==> config.mk <==
export PLATFORM = sky130hd
export DESIGN_NAME = line_editor_with_echo_top_flat
export DESIGN_NICKNAME = d
export VERILOG_FILES = /design/src/design/lew_pkg.sv /design/src/design/lew_rx_if.sv /design/src/design/lew_tx_if.sv /design/src/design/lew_ram.sv /design/src/design/lew_queue.sv /design/src/design/lew_front.sv /design/src/design/lew_back.sv /design/src/design/line_editor_with_echo_top.sv /design/src/flat_wrapper.sv
export SDC_FILE = /design/constraint.sdc
export NUM_CORES = 1
export LEC_CHECK = 0
export ABC_CLOCK_PERIOD_IN_PS = 8920
export BUFFER_PORTS_ARGS = -buffer_cell sky130_fd_sc_hd__buf_2
export CORE_ASPECT_RATIO = 1.2
export CORE_MARGIN = 2
export CORE_UTILIZATION = 58
export DETAILED_ROUTE_END_ITERATION = 12
export PLACE_DENSITY = 0.71
export REMOVE_ABC_BUFFERS = 1
export SLEW_MARGIN = 10
export SYNTH_ARGS = -nofsm -noshare
export SYNTH_HDL_FRONTEND = slang
export SYNTH_SLANG_ARGS = --single-unit
==> constraint.sdc <==
create_clock -name clk -period 8.92 [get_ports clk]
set_clock_uncertainty 0.1 [all_clocks]
set_input_delay 1.338 -clock clk [delete_from_list [all_inputs] [get_ports clk]]
set_output_delay 1.338 -clock clk [all_outputs]
set_load 0.02 [all_outputs]
==> src/design/lew_pkg.sv <==
`default_nettype none
package lew_pkg;

  // Character codes
  localparam logic [7:0] CH_FLUSH = 8'h21;
  localparam logic [7:0] CH_BS    = 8'h08;
  localparam logic [7:0] CH_CR    = 8'h0D;
  localparam logic [7:0] CH_LF    = 8'h0A;
  localparam logic [7:0] CH_SPACE = 8'h20;

  // Width of a fill count carried between front and back (covers buffer depths up to 64)
  localparam int CNT_W = 6;

  // Flush prefix: CR LF followed by the 18-byte tag
  localparam int PRE_LEN = 20;

  // Command codes from front to back
  localparam logic [1:0] OP_ECHO  = 2'd0;
  localparam logic [1:0] OP_ERASE = 2'd1;
  localparam logic [1:0] OP_FLUSH = 2'd2;

  typedef struct packed {
    logic [1:0]       op;
    logic [7:0]       data;
    logic [CNT_W-1:0] count;
  } cmd_t;

  // Return one byte of the flush prefix
  function automatic logic [7:0] pre_byte(input logic [4:0] i);
    logic [7:0] b;
    unique case (i)
      5'd0:    b = CH_CR;
      5'd1:    b = CH_LF;
      5'd2:    b = 8'h44;
      5'd3:    b = 8'h32;
      5'd4:    b = 8'h33;
      5'd5:    b = 8'h43;
      5'd6:    b = 8'h51;
      5'd7:    b = 8'h44;
      5'd8:    b = 8'h54;
      5'd9:    b = 8'h30;
      5'd10:   b = 8'h31;
      5'd11:   b = 8'h5F;
      5'd12:   b = 8'h4E;
      5'd13:   b = 8'h68;
      5'd14:   b = 8'h6F;
      5'd15:   b = 8'h6D;
      5'd16:   b = 8'h30;
      5'd17:   b = 8'h33;
      5'd18:   b = 8'h3A;
      5'd19:   b = 8'h20;
      default: b = 8'h00;
    endcase
    return b;
  endfunction

endpackage
`default_nettype wire

==> src/design/lew_rx_if.sv <==
`default_nettype none
interface lew_rx_if;
  logic       valid;
  logic       ready;
  logic [7:0] rx_byte;

  modport source (output valid, output rx_byte, input ready);
  modport sink   (input valid, input rx_byte, output ready);
endinterface
`default_nettype wire

==> src/design/lew_tx_if.sv <==
`default_nettype none
interface lew_tx_if;
  logic       valid;
  logic       ready;
  logic [7:0] tx_byte;
  logic       last;

  modport source (output valid, output tx_byte, output last, input ready);
  modport sink   (input valid, input tx_byte, input last, output ready);
endinterface
`default_nettype wire

==> src/design/lew_ram.sv <==
`default_nettype none
module lew_ram #(
  parameter int WIDTH = 8,
  parameter int DEPTH = 32
) (
  input  wire logic                     clk,
  input  wire logic                     we,
  input  wire logic [$clog2(DEPTH)-1:0] waddr,
  input  wire logic [WIDTH-1:0]         wdata,
  input  wire logic                     re,
  input  wire logic [$clog2(DEPTH)-1:0] raddr,
  output logic [WIDTH-1:0]              rdata
);

  logic [WIDTH-1:0] mem [DEPTH];

  // Write port
  always_ff @(posedge clk) begin
    if (we) begin
      mem[waddr] <= wdata;
    end
  end

  // Registered read, held while not enabled
  always_ff @(posedge clk) begin
    if (re) begin
      rdata <= mem[raddr];
    end
  end

endmodule
`default_nettype wire

==> src/design/lew_queue.sv <==
`default_nettype none
module lew_queue
  import lew_pkg::*;
(
  input  wire logic clk,
  input  wire logic rst,
  input  wire logic push,
  input  wire cmd_t push_cmd,
  output logic      full,
  input  wire logic pop,
  output cmd_t      pop_cmd,
  output logic      not_empty
);

  cmd_t       entry [2];
  logic       wr_ptr;
  logic       rd_ptr;
  logic [1:0] fill;

  assign full      = (fill == 2'd2);
  assign not_empty = (fill != 2'd0);
  assign pop_cmd   = entry[rd_ptr];

  // Store pushed item
  always_ff @(posedge clk) begin
    if (push && !full) begin
      entry[wr_ptr] <= push_cmd;
    end
  end

  // Advance pointers and occupancy
  always_ff @(posedge clk) begin
    if (rst) begin
      wr_ptr <= 1'b0;
      rd_ptr <= 1'b0;
      fill   <= 2'd0;
    end else begin
      if (push && !full) begin
        wr_ptr <= ~wr_ptr;
      end
      if (pop && not_empty) begin
        rd_ptr <= ~rd_ptr;
      end
      unique case ({push && !full, pop && not_empty})
        2'b10:   fill <= fill + 2'd1;
        2'b01:   fill <= fill - 2'd1;
        default: fill <= fill;
      endcase
    end
  end

endmodule
`default_nettype wire

==> src/design/lew_front.sv <==
`default_nettype none
module lew_front
  import lew_pkg::*;
#(
  parameter int BUF_DEPTH = 32
) (
  input  wire logic                         clk,
  input  wire logic                         rst,
  lew_rx_if.sink                            rx,
  input  wire logic                         q_full,
  output logic                              q_push,
  output cmd_t                              q_cmd,
  input  wire logic                         flush_done,
  output logic                              we,
  output logic [$clog2(BUF_DEPTH)-1:0]      waddr,
  output logic [7:0]                        wdata
);

  localparam int CW = $clog2(BUF_DEPTH);

  logic          flush_busy;
  logic          flush_busy_next;
  logic [CW-1:0] fill_count;
  logic [CW-1:0] fill_count_next;
  logic          accept;

  // Hold off input while a flush still reads the line store or the command queue is full
  assign rx.ready = !flush_busy && !q_full;
  assign accept   = rx.valid && rx.ready;
  assign waddr    = fill_count;
  assign wdata    = rx.rx_byte;

  // Classify the item, issue a command when one is due and write stored characters
  always_comb begin
    fill_count_next = fill_count;
    flush_busy_next = flush_busy;
    q_push          = 1'b0;
    we              = 1'b0;
    q_cmd.op        = OP_ECHO;
    q_cmd.data      = rx.rx_byte;
    q_cmd.count     = CNT_W'(fill_count);
    if (flush_done) begin
      flush_busy_next = 1'b0;
    end
    if (accept) begin
      priority if (rx.rx_byte == CH_FLUSH) begin
        q_push          = 1'b1;
        q_cmd.op        = OP_FLUSH;
        fill_count_next = '0;
        flush_busy_next = 1'b1;
      end else if (rx.rx_byte == CH_BS) begin
        if (fill_count != '0) begin
          q_push          = 1'b1;
          q_cmd.op        = OP_ERASE;
          fill_count_next = fill_count - 1'b1;
        end
      end else if (rx.rx_byte == CH_CR || rx.rx_byte == CH_LF) begin
        // ignore line endings
      end else begin
        if (fill_count != CW'(BUF_DEPTH - 1)) begin
          q_push          = 1'b1;
          we              = 1'b1;
          fill_count_next = fill_count + 1'b1;
        end
      end
    end
  end

  always_ff @(posedge clk) begin
    if (rst) begin
      fill_count <= '0;
      flush_busy <= 1'b0;
    end else begin
      fill_count <= fill_count_next;
      flush_busy <= flush_busy_next;
    end
  end

endmodule
`default_nettype wire

==> src/design/lew_back.sv <==
`default_nettype none
module lew_back
  import lew_pkg::*;
#(
  parameter int BUF_DEPTH = 32
) (
  input  wire logic                         clk,
  input  wire logic                         rst,
  input  wire logic                         q_valid,
  input  wire cmd_t                         q_cmd,
  output logic                              q_pop,
  output logic                              flush_done,
  output logic                              re,
  output logic [$clog2(BUF_DEPTH)-1:0]      raddr,
  input  wire logic [7:0]                   rdata,
  lew_tx_if.source                          tx
);

  localparam int CW = $clog2(BUF_DEPTH);

  localparam logic [2:0] ST_IDLE  = 3'd0;
  localparam logic [2:0] ST_ECHO  = 3'd1;
  localparam logic [2:0] ST_ERASE = 3'd2;
  localparam logic [2:0] ST_PRE   = 3'd3;
  localparam logic [2:0] ST_BODY  = 3'd4;
  localparam logic [2:0] ST_SUF   = 3'd5;

  logic [2:0]    state;
  logic [2:0]    state_next;
  cmd_t          cur;
  cmd_t          cur_next;
  logic [4:0]    step;
  logic [4:0]    step_next;
  logic [CW-1:0] idx;
  logic [CW-1:0] idx_next;
  logic          out_valid;
  logic          out_valid_next;
  logic [7:0]    out_byte;
  logic [7:0]    out_byte_next;
  logic          out_last;
  logic          out_last_next;
  logic          slot_free;
  logic          emit;

  assign slot_free  = !out_valid || tx.ready;
  assign tx.valid   = out_valid;
  assign tx.tx_byte = out_byte;
  assign tx.last    = out_last;

  // Sequence the bytes of each command
  always_comb begin
    state_next    = state;
    cur_next      = cur;
    step_next     = step;
    idx_next      = idx;
    emit          = 1'b0;
    out_byte_next = out_byte;
    out_last_next = out_last;
    q_pop         = 1'b0;
    flush_done    = 1'b0;
    re            = 1'b0;
    raddr         = '0;
    unique case (state)
      ST_IDLE: begin
        if (q_valid) begin
          q_pop     = 1'b1;
          cur_next  = q_cmd;
          step_next = '0;
          idx_next  = '0;
          unique case (q_cmd.op)
            OP_ECHO:  state_next = ST_ECHO;
            OP_ERASE: state_next = ST_ERASE;
            OP_FLUSH: state_next = ST_PRE;
            default:  state_next = ST_IDLE;
          endcase
        end
      end
      ST_ECHO: begin
        if (slot_free) begin
          emit          = 1'b1;
          out_byte_next = cur.data;
          out_last_next = 1'b1;
          state_next    = ST_IDLE;
        end
      end
      ST_ERASE: begin
        if (slot_free) begin
          emit          = 1'b1;
          out_byte_next = (step == 5'd1) ? CH_SPACE : CH_BS;
          out_last_next = (step == 5'd2);
          step_next     = step + 5'd1;
          if (step == 5'd2) begin
            state_next = ST_IDLE;
          end
        end
      end
      ST_PRE: begin
        if (slot_free) begin
          emit          = 1'b1;
          out_byte_next = pre_byte(step);
          out_last_next = 1'b0;
          step_next     = step + 5'd1;
          if (step == 5'(PRE_LEN - 1)) begin
            // prefetch the first stored character
            re         = 1'b1;
            raddr      = '0;
            state_next = ST_BODY;
          end
        end
      end
      ST_BODY: begin
        if (slot_free) begin
          emit          = 1'b1;
          out_last_next = 1'b0;
          if (CNT_W'(idx) == cur.count || rdata == 8'h00) begin
            out_byte_next = CH_CR;
            state_next    = ST_SUF;
          end else begin
            out_byte_next = rdata;
            idx_next      = idx + 1'b1;
            re            = 1'b1;
            raddr         = idx + 1'b1;
          end
        end
      end
      ST_SUF: begin
        if (slot_free) begin
          emit          = 1'b1;
          out_byte_next = CH_LF;
          out_last_next = 1'b1;
          flush_done    = 1'b1;
          state_next    = ST_IDLE;
        end
      end
      default: state_next = ST_IDLE;
    endcase
    out_valid_next = emit ? 1'b1 : (tx.ready ? 1'b0 : out_valid);
  end

  // Control registers
  always_ff @(posedge clk) begin
    if (rst) begin
      state     <= ST_IDLE;
      out_valid <= 1'b0;
    end else begin
      state     <= state_next;
      out_valid <= out_valid_next;
    end
  end

  // Payload registers
  always_ff @(posedge clk) begin
    cur      <= cur_next;
    step     <= step_next;
    idx      <= idx_next;
    out_byte <= out_byte_next;
    out_last <= out_last_next;
  end

endmodule
`default_nettype wire

==> src/design/line_editor_with_echo_top.sv <==
`default_nettype none
// Line editor with echo: a front stage classifies received bytes, a back stage emits output.
// An accepted item passes the command queue, sequencer state and output register before output.
// Throughput: at most one output byte per cycle while tx.ready allows; new items are taken while
// earlier ones are still sent, but input is held off until a flush loads its last byte for output.
// Reset (rst, synchronous): clears fill count, command queue and sequencer; line store
// contents are not cleared.
module line_editor_with_echo_top
  import lew_pkg::*;
#(
  parameter int BUF_DEPTH = 32
) (
  input  wire logic clk,
  input  wire logic rst,
  lew_rx_if.sink    rx,
  lew_tx_if.source  tx
);

  localparam int CW = $clog2(BUF_DEPTH);

  cmd_t          push_cmd;
  cmd_t          pop_cmd;
  logic          q_push;
  logic          q_full;
  logic          q_pop;
  logic          q_valid;
  logic          flush_done;
  logic          we;
  logic [CW-1:0] waddr;
  logic [7:0]    wdata;
  logic          re;
  logic [CW-1:0] raddr;
  logic [7:0]    rdata;

  lew_front #(.BUF_DEPTH(BUF_DEPTH)) u_front (
    .clk        (clk),
    .rst        (rst),
    .rx         (rx),
    .q_full     (q_full),
    .q_push     (q_push),
    .q_cmd      (push_cmd),
    .flush_done (flush_done),
    .we         (we),
    .waddr      (waddr),
    .wdata      (wdata)
  );

  lew_queue u_queue (
    .clk       (clk),
    .rst       (rst),
    .push      (q_push),
    .push_cmd  (push_cmd),
    .full      (q_full),
    .pop       (q_pop),
    .pop_cmd   (pop_cmd),
    .not_empty (q_valid)
  );

  lew_ram #(.WIDTH(8), .DEPTH(BUF_DEPTH)) u_line_store (
    .clk   (clk),
    .we    (we),
    .waddr (waddr),
    .wdata (wdata),
    .re    (re),
    .raddr (raddr),
    .rdata (rdata)
  );

  lew_back #(.BUF_DEPTH(BUF_DEPTH)) u_back (
    .clk        (clk),
    .rst        (rst),
    .q_valid    (q_valid),
    .q_cmd      (pop_cmd),
    .q_pop      (q_pop),
    .flush_done (flush_done),
    .re         (re),
    .raddr      (raddr),
    .rdata      (rdata),
    .tx         (tx)
  );

endmodule
`default_nettype wire

==> src/flat_wrapper.sv <==
// flat-port wrapper written by rule: the top's interface ports become plain ports
module line_editor_with_echo_top_flat import lew_pkg::*;
#(
  parameter int BUF_DEPTH = 32
)
  (clk, rst, rx_valid, rx_rx_byte, rx_ready, tx_valid, tx_tx_byte, tx_last, tx_ready);
  lew_rx_if rx_i ();
  lew_tx_if tx_i ();
  input  wire logic clk;
  input  wire logic rst;
  input wire logic [$bits(rx_i.valid)-1:0] rx_valid;
  input wire logic [$bits(rx_i.rx_byte)-1:0] rx_rx_byte;
  output wire logic [$bits(rx_i.ready)-1:0] rx_ready;
  output wire logic [$bits(tx_i.valid)-1:0] tx_valid;
  output wire logic [$bits(tx_i.tx_byte)-1:0] tx_tx_byte;
  output wire logic [$bits(tx_i.last)-1:0] tx_last;
  input wire logic [$bits(tx_i.ready)-1:0] tx_ready;
  assign rx_i.valid = rx_valid;
  assign rx_i.rx_byte = rx_rx_byte;
  assign rx_ready = rx_i.ready;
  assign tx_valid = tx_i.valid;
  assign tx_tx_byte = tx_i.tx_byte;
  assign tx_last = tx_i.last;
  assign tx_i.ready = tx_ready;
  line_editor_with_echo_top #(.BUF_DEPTH(BUF_DEPTH)) u_core (.clk(clk), .rst(rst), .rx(rx_i), .tx(tx_i));
endmodule
### After elaboration in Yosys (flattened, before gate mapping)

Memories as Yosys holds them, arrays and structs flattened. A register that Yosys moved wholly into a read port is not among the register bits.
Index checks and enable logic that the tools add are counted.

* ROM bits: 224
* latch bits: 0
* output and inout port bits: 11
* input port bits: 12
* memories kept: 3
* memory bits (writable): 286
* logic and storage cells: 163
* register bits: 47

* bitwise logic cells: 2
* multiply operators: 0
* reduce and logical (&&, ||, !) cells: 33
* equal/unequal tests: 34
* shift-type cells: 0
* div/mod/pow operators: 0
* magnitude comparators: 0
* multiplexer cells: 72
* add/subtract/negate cells: 6

Memory list
* u_core.u_line_store.mem: depth 32, bits a word 8, read ports 1, clocked after Yosys merged registers in 1, write ports 1, RTL line lew_ram.sv:15 `logic [WIDTH-1:0] mem [DEPTH];`
* (name not given): depth 32, bits a word 7, read ports 1, clocked after Yosys merged registers in 1, write ports 0, RTL line lew_pkg.sv:31 `unique case (i)`
* u_core.u_queue.entry: depth 2, bits a word 15, read ports 1, clocked after Yosys merged registers in 1, write ports 1, RTL line lew_queue.sv:15 `cmd_t entry [2];`

Operator list (count)
* 5-bit 2-to-1 mux: 13
* 8-bit 2-to-1 mux: 6
* 8-bit one-hot mux with 5 select lines: 1
* 1-bit 2-to-1 mux: 34
* 8-bit by 4-bit == test with 1-bit output (second input constant): 3
* 3-bit 2-to-1 mux: 8
* 5-bit one-hot mux with 2 select lines: 2
* 2-bit inequality test (second input constant): 9
* 5-bit by 1-bit adder with 5-bit output (second input constant): 3
* 3-bit one-hot mux with 5 select lines: 1
* 4-bit AND reduction: 3
* 2-bit nonzero test: 5
* 5-bit nonzero test: 2
* 8-bit by 6-bit == test with 1-bit output (second input constant): 1
* 8-bit zero test: 1
* 2-bit by 1-bit inequality test with 1-bit output (second input constant): 4
* 8-bit AND reduction: 1
* 2-bit == test (second input constant): 3
* 3-bit by 2-bit == test with 1-bit output (second input constant): 2
* 3-bit == test (second input constant): 2
* 5-bit by 6-bit == test with 1-bit output: 1
* 6-bit 2-to-1 mux: 1
* 2-bit one-hot mux with 3 select lines: 1
* 6-bit AND reduction: 1
* 26 further kinds: 39

### Logic depth before layout (Yosys ltp)

Gate-level depths: netlist of run 1.

* word-level depth: 9
* gate-level depth with buffers: 13
* mapped depth without buffers: 12

### Modules after synthesis

A second synthesis of run 1 with hierarchy kept.

* cells, all modules: 839
* area, all modules: 14735.4 µm²

Modules (own cells, without submodules)
* lew_ram: cells an instance 417, area an instance 10133.5 µm², seq. area each 7927.6 µm², instances 1
* lew_back: cells an instance 251, area an instance 2517.4 µm², seq. area each 1211.2 µm², instances 1
* lew_queue: cells an instance 76, area an instance 1377.6 µm², seq. area each 1061.0 µm², instances 1
* lew_front: cells an instance 95, area an instance 706.9 µm², seq. area each 120.1 µm², instances 1

### Worst setup path before layout of run 1

Ideal clock, no wire load.

* kind: input to register
* start: in tx_ready
* end: reg (tool-made name)
* data arrival time: 3.463 ns
* setup slack: 5.242 ns
* stages on the path: 8
* required time: 8.705 ns
* buffers on the path: 1
* setup time: 0.115 ns
* cell sequence: nor2b_1 buf_2 o21bai_4 mux2i_1 inv_1 ha_1 mux4_2 nor2b_4

RTL lines
* start: declaration: RTL line flat_wrapper.sv:17 `input wire logic [$bits(tx_i.ready)-1:0] tx_ready;`

### Worst setup path after layout of run 1

* start: in tx_ready
* end: reg u_core.u_line_store.rdata[6] (read register of u_core.u_line_store.mem) (data pin)

* word-level cells in the longest chain between the ends: 3
* elaborated cells between the ends (all ways): 6
* those cells by class: mux (5); reduce/logical (1)

Ends and longest elaborated chain
* 1-bit logical OR (*): RTL line lew_back.sv:45 `assign slot_free = !out_valid || tx.ready;`
* 1-bit 2-to-1 mux (tied with other cells): RTL line lew_back.sv:112 `if (slot_free) begin`
* 1-bit one-hot mux with 2 select lines / 5-bit 2-to-1 mux (equally long branches)
* end: declaration: RTL line lew_ram.sv:12 `output logic [WIDTH-1:0] rdata`

Every way passes the cells marked *; elsewhere a longest branch is shown, timed or not.
A chain may end at the register's enable or synchronous reset.

==> reports/results.txt, run 1 <==
run status: finished, final reports clean
post-cts sizing count: 0
Fmax achieved: 215 MHz
Worst VDD drop: 0.172 mV
fin. max-slew vios: 0
fin nets: 1132
CTS clk-pin slew, worst paths: 0.06 ns
GP Congestion: 0.879
1st-pass router iterations: 5
n_diodes: 0
Post-Route Setup TNS: 0 ns
cell taking the most area after synthesis: edfxtp_1
layout cells sized above 1: 11.1%
Buf+Inv Stages, Crit Path: 3
asr flop ratio synth: 0%
die width: 148 um
top_reg_cell synth: edfxtp_1
Final period util: 52.3%
Initial DRC Count: 821
FP Rows: 63
RSZ-0062 raised after global routing: false
I/O pin count: 23
Vias: 8810
GR Util All Layers: 25.5%
crit path launch type: input port
Crit. End Element: flop
hold_buf cts: 0
P per Cell Area: 278 nW/um2
Critical Path AT: 4.80 ns
P_leak: 5.33 nW
post-synth top area share: 67.4%
critical path's slowest cell: buf_4
delay-heaviest family, CP: buffers and inverters
Critical Path, Cell by Cell: buf_2 > nor2b_1 > a21oi_1 > o21ai_2 > nor2b_4 > buf_4 > buf_4 > mux2i_1 > o22ai_1 > nor4_1 > a22oi_1
CTS Sinks: 348
Tot Pwr: 4.44 mW
Num CTS Buffers: 35
Worst Path Required: 9.06 ns
Post-CTS Setup Bufs: 0
DPL Wire Length: 21400 um
Congestion Overflow GR: 0
Syn Inst Count: 1073
chip height: 177 um
slowest stage delay, CP: 0.69 ns
top cells by count, synth: edfxtp_1 (326), nand2_1 (179), a21oi_1 (95), nor2_1 (82), mux2i_1 (46)
Crit Path Max Fanout: 53
initial antenna violation count: 0
Final Hold Viols: 0
Period minus WS final: 4.66 ns
register area share after synthesis: 70.4%
post-route insts no fill: 1452
EDFF count, synth: 326
CTS tree: yes
Syn. warnings: 0
H-tree Lvls: 2
worst-skew pair later-pin latency: 0.52 ns
first-pass GRT wire length: 49800 um
PnR worst setup slack: 4.26 ns
clock root buffer: clkbuf_16
mapped cell area: 14500 um2
most frequent CP cell: buf_4
antenna-violating nets left: 0
DP Worst Slack: 3.72 ns
IO Port Bufs: 22
Worst Hold Class: flop to flop
largest net degree at the start of global routing: 71
starting density of the core: 58.9%
WS Path Type: input port to flop
Synth area leaders: edfxtp_1 (67%), nand2_1 (4.6%), a21oi_1 (3.3%)
most frequent cell after synthesis: edfxtp_1
Slew headroom: 15.0%
Slew @ Worst Pin: 1.24 ns
WL per Instance: 22.8 um
Core ar.: 24700 um2
Setup Viol. Count Final: 0
Vias per Instance: 6.07
WL final: 33100 um
Area Growth Syn to Fin: 10.1%
DRC Markers: 0
#FFs+latches synth: 348
fillers: 1780
full die area: 26300 um2
Netlist cell types: 69
placed cells: 1393
vias in the first global route: 8650
maximum clock insertion buffer count: 3
Max Cap Viol: 0
Mean Syn Cell Area: 13.5 um2
area by class of cell:
type	count	area, um2	share of cell area, %
sequential	348	10200	63.9
multi-input combinational	666	3990	24.9
clock buffer	49	991	6.19
tap	325	407	2.54
timing repair buffer	38	230	1.44
clock inverter	10	98.8	0.618
inverter	16	60.1	0.375
power breakdown:
group,switching (mW),internal (mW)
sequential,0.129,1.98
combinational,0.569,0.355
clock,0.575,0.830
total,1.27,3.17
worst reg2reg max path, cell delays in order (launching register included):
cell and delay (ns):
dfxtp_1 0.84, and3_1 0.45, nor2b_4 0.61, buf_4 0.71, buf_4 0.60, mux2i_1 0.25
o22ai_1 0.09, nor4_1 0.49, a22oi_1 0.14
layout by cell type, fill, tap and decap left out, types with 12 or more instances in the layout:
cell type	instances
a21oi_1	95
a22oi_1	13
buf_2	22
buf_4	16
clkbuf_16	37
dfxtp_1	22
edfxtp_1	326
ha_1	14
inv_1	16
mux2_2	16
mux2i_1	46
nand2_1	179
nand3_1	21
nor2_1	82
nor3_1	22
nor4_1	20
o21ai_0	12
o22ai_1	27
xnor2_1	12
metal layers:
layer	GRT usage, %	share of wire [%]	vias up
met2	44.5	51	350
li1	-	-	4065
met3	4.68	7.1	71
met4	8.97	3.0	0
met5	0	0	-
met1	32.1	39	4324
state kept, by name (all words and copies together) (netlist names), 2 cells and up, named ones only:
register,count
u_core.u_back.state,3
u_core.u_back.cur,13
u_core.u_queue.fill,2
u_core.u_line_store.rdata,8
u_core.u_back.tx.tx_byte,8
u_core.u_queue.entry,30
u_core.u_back.idx,5
u_core.u_front.waddr,5
u_core.u_back.step,5
u_core.u_line_store.mem,256
logic make-up after synthesis:
kind of cell	Yosys count	share of synthesized area [%]
AND/OR/NAND/NOR	365	11.5
flip-flops	348	70.4
AO/OA/AOI/OAI	190	8.15
multiplexers	66	4.84
buffers and inverters	66	2.41
XOR/XNOR	22	1.38
adder cells (fa/ha/maj)	15	1.34
other	1	0.0258
stage by stage:
stage	utilization, %	area, um2	hold slack (ns)
2_1_floorplan	-	14300	0.343
3_3_place_gp	60.4	14900	0.394
3_5_place_dp	60.4	14900	0.405
4_1_cts	64.8	16000	0.424
5_1_grt	64.9	16000	0.447
6_report	64.9	16000	0.415
worst paths after layout:
path,from,endpoint,slack (ns),cells past startpoint
max,tx_ready,u_core.u_line_store.rdata[6],4.26,11
min,u_core.u_queue.rd_ptr,u_core.u_queue.rd_ptr,0.42,2
max reg2reg,u_core.u_back.state[2],u_core.u_line_store.rdata[6],4.39,8
min reg2reg,u_core.u_queue.rd_ptr,u_core.u_queue.rd_ptr,0.42,2
Power figures use the tool's default switching activity.
==> run 2: changes to the inputs <==
--- a/config.mk
+++ b/config.mk
@@ -5,7 +5,7 @@
 export SDC_FILE = /design/constraint.sdc
 export NUM_CORES = 1
 export LEC_CHECK = 0
-export ABC_CLOCK_PERIOD_IN_PS = 8920
+export ABC_CLOCK_PERIOD_IN_PS = 4380
 export BUFFER_PORTS_ARGS = -buffer_cell sky130_fd_sc_hd__buf_2
 export CORE_ASPECT_RATIO = 1.2
 export CORE_MARGIN = 2
==> constraint.sdc (replaced) <==
create_clock -name clk -period 4.38 [get_ports clk]
set_clock_uncertainty 0.1 [all_clocks]
set_input_delay 0.657 -clock clk [delete_from_list [all_inputs] [get_ports clk]]
set_output_delay 0.657 -clock clk [all_outputs]
set_load 0.02 [all_outputs]
==> run 2 against run 1 <==
  * Worst hold slack worse by 0.10 ns
  * Sequential share of layout area down 1.2 points
  * Critical path depth down 4
  * Register-to-register slack worse by 3.9 ns
  * Non-clock buffer count up 36
  * Critical path type is now flop to flop
  * Critical endpoint is now u_core.u_line_store.rdata[7]
  * Largest cell class unchanged
  * Largest power group unchanged
==> reports/results.txt, run 2 (synthesis results as in run 1) <==
run status: finished, final reports clean
FP Rows: 63
clock root buffer: clkbuf_16
Internal Power: 6.52 mW
layout cells sized above 1: 13.8%
1st-pass router iterations: 5
IO Port Bufs: 22
Worst VDD drop: 0.348 mV
RSZ-0062 raised after global routing: false
Final period util: 89.7%
Worst Path Required: 4.50 ns
Fmax achieved: 255 MHz
Period minus WS final: 3.93 ns
CTS clk-pin slew, worst paths: 0.06 ns
vias in the first global route: 8753
CTS Sinks: 348
post-cts sizing count: 0
Vias per Instance: 6.13
initial antenna violation count: 0
PnR worst setup slack: 0.453 ns
commonest cells after routing, fill and taps aside: edfxtp_1 (326), nand2_1 (179), a21oi_1 (95), nor2_1 (82), buf_4 (50)
full die area: 26300 um2
largest net degree at the start of global routing: 64
commonest non-fill, non-tap cell in the layout: edfxtp_1
P per Cell Area: 560 nW/um2
Core ar.: 24700 um2
maximum clock insertion buffer count: 3
Post-Route Setup TNS: 0 ns
post-route insts no fill: 1488
Slew headroom: 21.6%
Crit. End Element: flop
P_leak: 5.53 nW
DP Worst Slack: 0.519 ns
worst-skew pair later-pin latency: 0.52 ns
first-pass GRT wire length: 53200 um
GP Congestion: 0.889
Initial DRC Count: 1041
Min Hold Slack: 0.313 ns
sequential power share: 46.8%
CTS tree: yes
Top reg by flops: u_core.u_line_store.mem
Final Hold Viols: 0
Worst Hold Class: input port to flop
WS Path Type: flop to flop
placed cells: 1429
Slew @ Worst Pin: 1.17 ns
clock network fraction of design power: 32.0%
Critical Path AT: 4.05 ns
WL per Instance: 23.9 um
starting density of the core: 58.9%
antenna-violating nets left: 0
DPL Wire Length: 23400 um
Vias: 9128
Post-CTS Setup Bufs: 0
Area Growth Syn to Fin: 12.2%
H-tree Lvls: 2
n_diodes: 0
net load switching power: 2.61 mW
fin. max-slew vios: 0
Max Cap Viol: 0
die width: 148 um
Crit Path Max Fanout: 28
Comb power frac: 21.3%
max reg flops: 256
I/O pin count: 23
DRC Markers: 0
Top Registers: u_core.u_line_store.mem: 256 flops, u_core.u_queue.entry: 30 flops, u_core.u_back.cur: 13 flops
Congestion Overflow GR: 0
fin nets: 1168
Num CTS Buffers: 35
Switching Share: 28.5%
post-layout util: 66.1%
Setup Viol. Count Final: 0
GR Util All Layers: 27.4%
WL final: 35500 um
hold_buf cts: 0
crit path launch type: flop
chip height: 177 um
## run 2: cell count changes in the layout (fill, tap and decap cells not counted)
cell       change
bufinv_16      +1
a211oi_2       -1
a211oi_1       +1
buf_12         +2
clkbuf_1       -3
buf_4         +34
clkinv_1       +2
clkbuf_8       -1
clkinv_2       +1
## run 2: path summary, 6_finish.rpt
kind	from	end	slack, ns	cells after the start
hold / removal	rx_valid	u_core.u_front.flush_busy	0.31	3
hold reg to reg	u_core.u_queue.rd_ptr	flop	0.41	2
setup / recovery	u_core.u_back.idx[0]	u_core.u_line_store.rdata[7]	0.45	7
setup reg to reg	u_core.u_back.idx[0]	u_core.u_line_store.rdata[7]	0.45	7
## run 2: per-layer routing
metal  wire (um)  global-route usage (%)  vias up
li1            -                       -     4131
met1       13900                    37.0     4502
met3        2630                    3.52       67
met5           0                       0        -
met2       17700                    46.1      428
met4        1330                    10.4        0
## run 2: power groups by stage
stage	sequential, mW	combinational, mW	clock (mW)
finish	4.27	1.94	2.92
global route	4.30	2.14	3.07
CTS	4.27	1.95	2.94
detailed placement	4.34	1.94	0
global placement	4.33	1.89	0
floorplan	4.34	1.33	0
## run 2: stage by stage
step / power (mW) / instance area, um2
detailed placement: 6.28 / 15200
CTS: 9.16 / 16300
finish: 9.13 / 16300
floorplan: 5.67 / 14300
global placement: 6.22 / 15200
global route: 9.51 / 16300
## run 2: area by class of cell
class / instances / area [um2]
multi-input combinational: 666 / 3980
tap: 325 / 407
sequential: 348 / 10200
clock buffer: 45 / 966
timing repair buffer: 74 / 526
fill: 1775 / 8360
clock inverter: 14 / 141
inverter: 16 / 60.1
## run 2: worst max-delay path, stage by stage, from the launching register on
cell	delay, ns
edfxtp_1	0.55
ha_1	0.37
and3_1	0.33
nor2b_4	0.89
mux2i_1	0.29
o22ai_1	0.10
a2111oi_0	0.78
a22oi_1	0.21
==> run 3: changes to the inputs <==
--- a/config.mk
+++ b/config.mk
@@ -5,7 +5,7 @@
 export SDC_FILE = /design/constraint.sdc
 export NUM_CORES = 1
 export LEC_CHECK = 0
-export ABC_CLOCK_PERIOD_IN_PS = 4380
+export ABC_CLOCK_PERIOD_IN_PS = 4200
 export BUFFER_PORTS_ARGS = -buffer_cell sky130_fd_sc_hd__buf_2
 export CORE_ASPECT_RATIO = 1.2
 export CORE_MARGIN = 2
==> constraint.sdc (replaced) <==
create_clock -name clk -period 4.2 [get_ports clk]
set_clock_uncertainty 0.1 [all_clocks]
set_input_delay 0.63 -clock clk [delete_from_list [all_inputs] [get_ports clk]]
set_output_delay 0.63 -clock clk [all_outputs]
set_load 0.02 [all_outputs]
==> run 3 against run 2 <==
  * Die area unchanged
  * Clock power increased by 1%
  * Critical endpoint is now u_core.u_line_store.rdata[3]
  * Register-to-register slack got worse by 0.05 ns
  * Critical path depth increased by 1
  * Fmax increased by 3.4%
  * Routed wire length decreased by 0.92%
==> reports/results.txt, run 3 (synthesis results as in run 1) <==
Final Hold Viols: 0
first-pass GRT wire length: 52400 um
WL per Instance: 23.3 um
Setup Viol. Count Final: 0
DRC Markers: 0
Slew headroom: 19.1%
Max Cap Viol: 0
Worst Hold Class: input port to flop
vias in the first global route: 8883
maximum clock insertion buffer count: 3
largest net degree at the start of global routing: 35
GP Congestion: 0.877
chip height: 177 um
IO Port Bufs: 22
PnR worst setup slack: 0.400 ns
Slew @ Worst Pin: 1.20 ns
Switching Share: 28.4%
Critical Path Start: u_core.u_back.idx[1]
Vias per Instance: 6.09
H-tree Lvls: 2
Num CTS Buffers: 35
flop2flop setup slack: 0.40 ns
fin. max-slew vios: 0
layout cells sized above 1: 15.1%
P_leak: 5.62 nW
RSZ-0062 raised after global routing: false
Top reg by flops: u_core.u_line_store.mem
FP Rows: 63
Core ar.: 24700 um2
initial antenna violation count: 0
Crit. End Element: flop
Fmax achieved: 263 MHz
CTS tree: yes
DPL Wire Length: 23200 um
post-cts sizing count: 0
area of the multi-input gates: 3980 um2
Tot Pwr: 9.46 mW
Area Growth Syn to Fin: 13.0%
Critical Path AT: 3.90 ns
Final period util: 90.5%
CTS clk-pin slew, worst paths: 0.06 ns
full die area: 26300 um2
crit path launch type: flop
clock network fraction of design power: 31.2%
fillers: 1741
RR Startpoint: u_core.u_back.idx[1]
antenna-violating nets left: 0
die width: 148 um
clock root buffer: clkbuf_16
Top Registers: u_core.u_line_store.mem: 256 flops, u_core.u_queue.entry: 30 flops, u_core.u_back.cur: 13 flops
1st-pass router iterations: 5
Worst VDD drop: 0.363 mV
Crit Path Max Fanout: 28
max reg flops: 256
CTS Sinks: 348
WS Path Type: flop to flop
starting density of the core: 58.9%
GR Util All Layers: 27.0%
hold_buf cts: 0
WL final: 35200 um
P per Cell Area: 576 nW/um2
run status: finished, final reports clean
Post-CTS Setup Bufs: 0
worst-skew pair later-pin latency: 0.51 ns
Initial DRC Count: 927
Post-Route Setup TNS: 0 ns
sequential power share: 46.8%
Internal Power: 6.77 mW
register area: 10200 um2
Worst Path Required: 4.30 ns
commonest cells after routing, fill and taps aside: edfxtp_1 (326), nand2_1 (179), a21oi_1 (95), nor2_1 (82), buf_4 (71)
worst reg-to-reg path cell count: 8
Comb power frac: 21.9%
Period minus WS final: 3.80 ns
Critical Path Sink: u_core.u_line_store.rdata[3]
RR Endpoint: u_core.u_line_store.rdata[3]
DP Worst Slack: 0.427 ns
n_diodes: 0
Congestion Overflow GR: 0
net load switching power: 2.69 mW
I/O pin count: 23
commonest non-fill, non-tap cell in the layout: edfxtp_1
Vias: 9188
fin nets: 1188
run 3: stage by stage:
step / hold slack, ns / cells / util (%) / area, um2
6_report: 0.293 / 1508 / 66.5 / 16400
5_1_grt: 0.303 / 1508 / 66.5 / 16400
4_1_cts: 0.281 / 1508 / 66.5 / 16400
3_5_place_dp: 0.389 / 1449 / 62.2 / 15300
3_3_place_gp: 0.369 / 1449 / 62.2 / 15300
2_1_floorplan: 0.343 / 1030 / - / 14300
run 3: worst min-delay path by stage:
stage | cells past startpoint | startpoint | end | slack [ns]
detailed placement | 2 | u_core.u_front.flush_busy | u_core.u_front.flush_busy | 0.39
finish | 3 | rx_valid | u_core.u_front.flush_busy | 0.29
CTS | 3 | rx_valid | u_core.u_front.flush_busy | 0.28
global route | 3 | rx_valid | u_core.u_front.flush_busy | 0.30
global placement | 2 | u_core.u_front.flush_busy | u_core.u_front.flush_busy | 0.37
floorplan | 2 | u_core.u_front.flush_busy | u_core.u_front.flush_busy | 0.34
run 3: layout make-up:
cell class	count	share of cell area, %
inverter	16	0.366
multi-input combinational	666	24.2
clock buffer	48	5.95
sequential	348	62.3
timing repair buffer	94	4.04
tap	325	2.48
clock inverter	11	0.610
run 3: power groups by stage:
stage	Clock, mW	Combinational (mW)	Sequential [mW]
after floorplan	0	1.39	4.52
after global placement	0	2.02	4.50
after global routing	3.12	2.29	4.46
after detailed placement	0	2.05	4.51
final	2.96	2.07	4.43
after CTS	2.99	2.07	4.44
run 3: per-layer routing:
layer | global-route usage [%] | wire length (um)
met3 | 3.73 | 2830
met2 | 46.5 | 17500
met5 | 0 | 0
met1 | 35.1 | 13400
met4 | 10.4 | 1370
run 3: critical path, cell delays in order, from the launching register on:
cell	delay, ns
edfxtp_1	0.48
ha_1	0.33
and3_1	0.32
nor2b_4	0.88
buf_4	0.40
mux2i_1	0.25
o22ai_1	0.12
nor4_1	0.37
a22oi_1	0.22
